File: config.mk
export PLATFORM = sky130hd
export DESIGN_NAME = lzhw_front
export DESIGN_NICKNAME = d
export VERILOG_FILES = /design/src/hw/rtl/lzhw_pkg.sv /design/src/hw/rtl/lzhw_front.sv
export SDC_FILE = /design/constraint.sdc
export NUM_CORES = 1
export LEC_CHECK = 0
export BUFFER_PORTS_ARGS = -buffer_cell sky130_fd_sc_hd__buf_2
export CAP_MARGIN = 25
export CORE_UTILIZATION = 30
export CTS_CLUSTER_SIZE = 14
export DETAILED_ROUTE_END_ITERATION = 10
export PLACE_DENSITY_LB_ADDON = 0.08
export SETUP_SLACK_MARGIN = 0.05
export SYNTH_ARGS = -nofsm -noshare
export SYNTH_HDL_FRONTEND = slang
export SYNTH_SLANG_ARGS = --single-unit
File: constraint.sdc
create_clock -name clk_i -period 3.53 [get_ports clk_i]
set_input_delay 0.1765 -clock clk_i [delete_from_list [all_inputs] [get_ports clk_i]]
set_output_delay 0.1765 -clock clk_i [all_outputs]
set_load 0.005 [all_outputs]
File: src/hw/rtl/lzhw_pkg.sv
// lzhw_pkg: shared constants, command and state types of the history window
// no dependencies; imported by the top level, lzhw_front and lzhw_back
`timescale 1ns / 1ps

package lzhw_pkg;

  // window size, a power of two from 256 to 65536
  localparam int unsigned WINDOW_BYTES = 32768;
  localparam int unsigned AW           = $clog2(WINDOW_BYTES);
  localparam int unsigned FW           = AW + 1;
  localparam int unsigned BYTE_W       = 8;
  localparam int unsigned DIST_W       = 16;
  localparam int unsigned LEN_W        = 9;
  localparam int unsigned ACT_W        = 2;
  localparam int unsigned QDEPTH       = 2;

  localparam logic [ACT_W-1:0] ACT_PUT  = 2'd0;
  localparam logic [ACT_W-1:0] ACT_COPY = 2'd1;
  localparam logic [ACT_W-1:0] ACT_READ = 2'd2;
  localparam logic [ACT_W-1:0] ACT_NOP  = 2'd3;

  typedef enum logic [1:0] {
    OP_PUT,
    OP_COPY,
    OP_READ,
    OP_NOP
  } op_e;

  typedef enum logic [1:0] {
    BS_IDLE,
    BS_READ,
    BS_COPY
  } back_state_e;

  typedef logic [AW-1:0] ptr_t;

  typedef struct packed {
    op_e               op;
    logic [BYTE_W-1:0] lit;
    ptr_t              distance;
    logic [LEN_W-1:0]  len;
  } cmd_t;

endpackage

File: src/hw/rtl/lzhw_front.sv
// lzhw_front: takes commands, decodes the action, reduces the copy distance
// and holds them in a two-entry queue for the back end; uses lzhw_pkg
`timescale 1ns / 1ps

module lzhw_front (
  input  logic                          clk_i,
  input  logic                          rst_ni,
  input  logic                          start_i,
  output logic                          busy_o,
  input  logic [lzhw_pkg::ACT_W-1:0]    action_i,
  input  logic [lzhw_pkg::BYTE_W-1:0]   in_byte_i,
  input  logic [lzhw_pkg::DIST_W-1:0]   copy_distance_i,
  input  logic [lzhw_pkg::LEN_W-1:0]    copy_length_i,
  output logic                          cmd_valid_o,
  output lzhw_pkg::cmd_t                cmd_o,
  input  logic                          pop_i
);
  import lzhw_pkg::*;

  cmd_t       q_mem [QDEPTH];
  logic       wr_ptr_q, wr_ptr_d;
  logic       rd_ptr_q, rd_ptr_d;
  logic [1:0] cnt_q, cnt_d;
  logic       push;
  logic       pop;
  cmd_t       cmd_in;

  always_comb begin
    cmd_in.lit      = in_byte_i;
    // power-of-two window: the modulo is the low bits
    cmd_in.distance = copy_distance_i[AW-1:0];
    cmd_in.len      = copy_length_i;
    unique case (action_i)
      ACT_PUT:  cmd_in.op = OP_PUT;
      ACT_COPY: cmd_in.op = OP_COPY;
      ACT_READ: cmd_in.op = OP_READ;
      ACT_NOP:  cmd_in.op = OP_NOP;
      default:  cmd_in.op = OP_NOP;
    endcase
  end

  assign busy_o      = (cnt_q == 2'(QDEPTH));
  assign push        = start_i && !busy_o;
  assign cmd_valid_o = (cnt_q != 2'd0);
  assign pop         = pop_i && cmd_valid_o;
  assign cmd_o       = q_mem[rd_ptr_q];

  always_comb begin
    wr_ptr_d = wr_ptr_q;
    rd_ptr_d = rd_ptr_q;
    cnt_d    = cnt_q;
    if (push) begin
      wr_ptr_d = ~wr_ptr_q;
    end
    if (pop) begin
      rd_ptr_d = ~rd_ptr_q;
    end
    if (push && !pop) begin
      cnt_d = cnt_q + 2'd1;
    end else if (pop && !push) begin
      cnt_d = cnt_q - 2'd1;
    end
  end

  always_ff @(posedge clk_i or negedge rst_ni) begin
    if (!rst_ni) begin
      wr_ptr_q <= 1'b0;
      rd_ptr_q <= 1'b0;
      cnt_q    <= 2'd0;
    end else begin
      wr_ptr_q <= wr_ptr_d;
      rd_ptr_q <= rd_ptr_d;
      cnt_q    <= cnt_d;
    end
  end

  always_ff @(posedge clk_i) begin
    if (push) begin
      q_mem[wr_ptr_q] <= cmd_in;
    end
  end

endmodule

==> flow_summary.rst <==
.. list-table::
   :header-rows: 1

   * - Metric
     - Value
   * - Status
     - finished clean
   * - Final design instance area without fill
     - 0.003551 mm^2
   * - Count of clock tree sinks
     - 72
   * - Yosys warning total
     - 0
   * - Max-slew headroom
     - 42.48%
   * - CTS tree
     - done
   * - Arrival time worst endpoint
     - 1760 ps
   * - Global route overflow
     - 0
   * - Starting DRT DRC Count
     - between 40 and 50
   * - Worst skew pair latency
     - 330 ps
   * - Data required, critical path
     - 3350 ps
   * - Mean number of vias per cell
     - 4.246
   * - Floorplan die width
     - 98.79 um
   * - Most common library cell in the layout ignoring fill and taps
     - sky130_fd_sc_hd__buf_2
   * - Number of CTS-inserted buffers
     - 9
   * - Critical Path End Type
     - output port
   * - Total stage count of the critical path
     - 3
   * - Depth of the most critical reg-to-reg path
     - 2
   * - Via count
     - 1363
   * - Clock skew
     - 5.324 ps
   * - Largest net degree at the start of global routing
     - 35
   * - Routability congestion estimate from global placement
     - 0.7042
   * - Initial Utilization
     - 31.61%
   * - Count of unresolved DRC violations after routing
     - 0
   * - Worst hold path stage count
     - 1
   * - Total Neg Setup Slack
     - 0 ps
   * - Type of the tightest min-delay check
     - primary input to flop
   * - Leakage
     - 1.427 nW
   * - Setup repair after global routing missed its margin
     - false
   * - Number of max-slew violations in the final report
     - 0
   * - Area added between synthesis and finish
     - 26.36%
   * - Post-Route Hold Slack
     - ~28 ps
   * - Number of cells after detailed placement
     - 303
   * - Detailed Route WL
     - 4.699 mm
   * - Largest buffer count on any clock path
     - 2
   * - Cells resized by post-CTS repair
     - 0
   * - Die area
     - 0.009758 mm^2
   * - Number of cells produced by synthesis
     - 127
   * - Crit Path Max Fanout
     - 22
   * - Final setup fails
     - 0
   * - Kind of cell adding the most delay to the critical path
     - flip-flops
   * - Level count of the clock H-tree
     - 3
   * - DRT Pass-1 Iters
     - 4
   * - Utilization after layout
     - 39.94%
   * - Proportion of layout cells with a drive suffix above 1
     - 59.15%
   * - # port buffers
     - 73
   * - Cell-by-cell trace of the critical path
     - buf_12 > mux2_2 > buf_2
   * - Net count, final
     - 248
   * - Post-detailed-route wirelength per cell
     - around 15 um
   * - Worst setup path category
     - flop to output port
   * - Seq cells post-synth
     - 72
   * - Number of distinct standard cells referenced by the synthesized netlist
     - 16
   * - Power per cell area
     - approximately 830 mW/mm^2
   * - Net count after synthesis
     - 167
   * - Via count of the first global-routing pass
     - 1440
   * - Critical path buffers and inverters
     - 2
   * - Post-route ant nets
     - 0
   * - Fmax achieved
     - 0.5151 GHz
   * - Tot GR Track Use
     - 10.23%
   * - I/O pin cnt
     - 75
   * - Floorplan core area
     - 0.008891 mm^2
   * - Total count of hold-check failures in the final report
     - 0
   * - Max-cap violation count
     - 0
   * - Per-instance average area after synthesis
     - between 20 and 25 um^2
   * - Row count
     - 34
   * - Worst ir drop on vdd
     - 0.4545 mV
   * - Total power after layout
     - 2.959 mW
   * - Half-perimeter wire length after detailed placement
     - 3.030 mm
   * - Commonest cells after routing, fill and taps aside
     - 73 x sky130_fd_sc_hd__buf_2, 68 x sky130_fd_sc_hd__edfxtp_1, 29 x sky130_fd_sc_hd__mux2_4
   * - Diode count
     - 0
   * - Tightest Pin Transition
     - approximately 860 ps
   * - Vertical die dimension
     - 98.79 um
   * - Slowest stage delay, CP
     - 670 ps
   * - Post-CTS clock slew at the launch and capture registers of the worst setup and hold paths
     - 80 ps
   * - Post-Syn Area
     - 0.002810 mm^2
   * - Standard cell with the maximum stage delay on the critical path
     - sky130_fd_sc_hd__dfrtp_2
   * - Count of non-filler cells in the finished layout
     - 321
   * - Final worst-path cycle share
     - around 55%
   * - Dpl ws
     - 1507 ps
   * - Sequential cell area fraction in the yosys report
     - 76.22%
   * - Startpoint type of the worst setup path
     - flop
   * - Final period demand of the worst path
     - 1941 ps
   * - Post-placement cell area
     - 0.003262 mm^2
   * - Buffer cell driving the clock tree root
     - sky130_fd_sc_hd__clkbuf_8
   * - Worst-case setup margin in the final layout
     - 1589 ps
   * - Number of antenna violations at the first check in global routing
     - 0
   * - Global-route wire length before repair
     - 7.224 mm
## power breakdown
part	switching, mW	internal, mW	total [mW]	leakage [nW]
clock	0.288	0.539	0.827	0.124
combinational	0.365	0.489	0.854	0.625
sequential	0.104	1.17	1.28	0.677
total	0.757	2.20	2.96	1.43
## cells by family (layout without fill, tap and decap cells)
logic type    Yosys count  count (layout)  share of synthesized area [%]
fa+ha+maj               1               1                         0.4452
mux                    34              34                          17.50
xor+xnor                5               5                          1.559
flops                  72              72                          76.22
simple gates            7               7                          1.203
buf+inv                 8              94                          3.072
## metal layers
layer | track usage [%] | wire length, um | vias to the layer above
li1 | - | - | 647
met1 | 11.18 | 1912 | 659
met2 | 17.54 | 2440 | 49
met3 | 3.262 | 272 | 8
met4 | 5.855 | 74 | 0
met5 | 0 | 0 | -
## sequential cells by signal, summed over array words and instances, names as in the netlist
register / count
q_mem: 68
rd_ptr_q: 1
cnt_q: 2
wr_ptr_q: 1
## timing repair
item / CTS / global route
setup buffers: 0 / 0
hold buffers: 1 / 0
hold endpoints to repair: 4 / 0
## synthesized netlist by cell type
master	number	area share [%]
sky130_fd_sc_hd__and3_1	1	0.22
sky130_fd_sc_hd__buf_12	3	2.1
sky130_fd_sc_hd__buf_6	1	0.40
sky130_fd_sc_hd__clkbuf_1	2	0.27
sky130_fd_sc_hd__dfrtp_1	4	3.6
sky130_fd_sc_hd__edfxtp_1	68	73
sky130_fd_sc_hd__ha_1	1	0.45
sky130_fd_sc_hd__inv_1	2	0.27
sky130_fd_sc_hd__mux2_2	5	2.0
sky130_fd_sc_hd__mux2_4	29	15
sky130_fd_sc_hd__nand2_1	2	0.27
sky130_fd_sc_hd__nand2b_1	1	0.22
sky130_fd_sc_hd__nor2_1	2	0.27
sky130_fd_sc_hd__or2_1	1	0.22
sky130_fd_sc_hd__xnor2_1	3	0.94
sky130_fd_sc_hd__xor2_1	2	0.62
## path summary, 6_finish.rpt
path	from	to	slack (ps)
max	rd_ptr_q$_DFFE_PN0P_	cmd_o[2]	1590
min	copy_distance_i[10]	q_mem[1][19]$_DFFE_PP_	30
max reg2reg	cnt_q[0]$_DFFE_PN0P_	q_mem[1][13]$_DFFE_PP_	1780
min reg2reg	cnt_q[1]$_DFFE_PN0P_	cnt_q[1]$_DFFE_PN0P_	500
max in group asynchronous	rst_ni	rd_ptr_q$_DFFE_PN0P_	3210
min in group asynchronous	rst_ni	wr_ptr_q$_DFFE_PN0P_	180
## area by class of cell
| class | instances | area [um^2] |
|---|---|---|
| Clock buffer | 10 | 127.6 |
| Clock inverter | 6 | 131.4 |
| Fill cell | 813 | 5340 |
| Inverter | 2 | 7.507 |
| Multi-Input combinational cell | 47 | 590.6 |
| Sequential cell | 72 | 2143 |
| Tap cell | 108 | 135.1 |
| Timing Repair Buffer | 76 | 415.4 |
No activity file was read; power rests on OpenSTA's default activity.
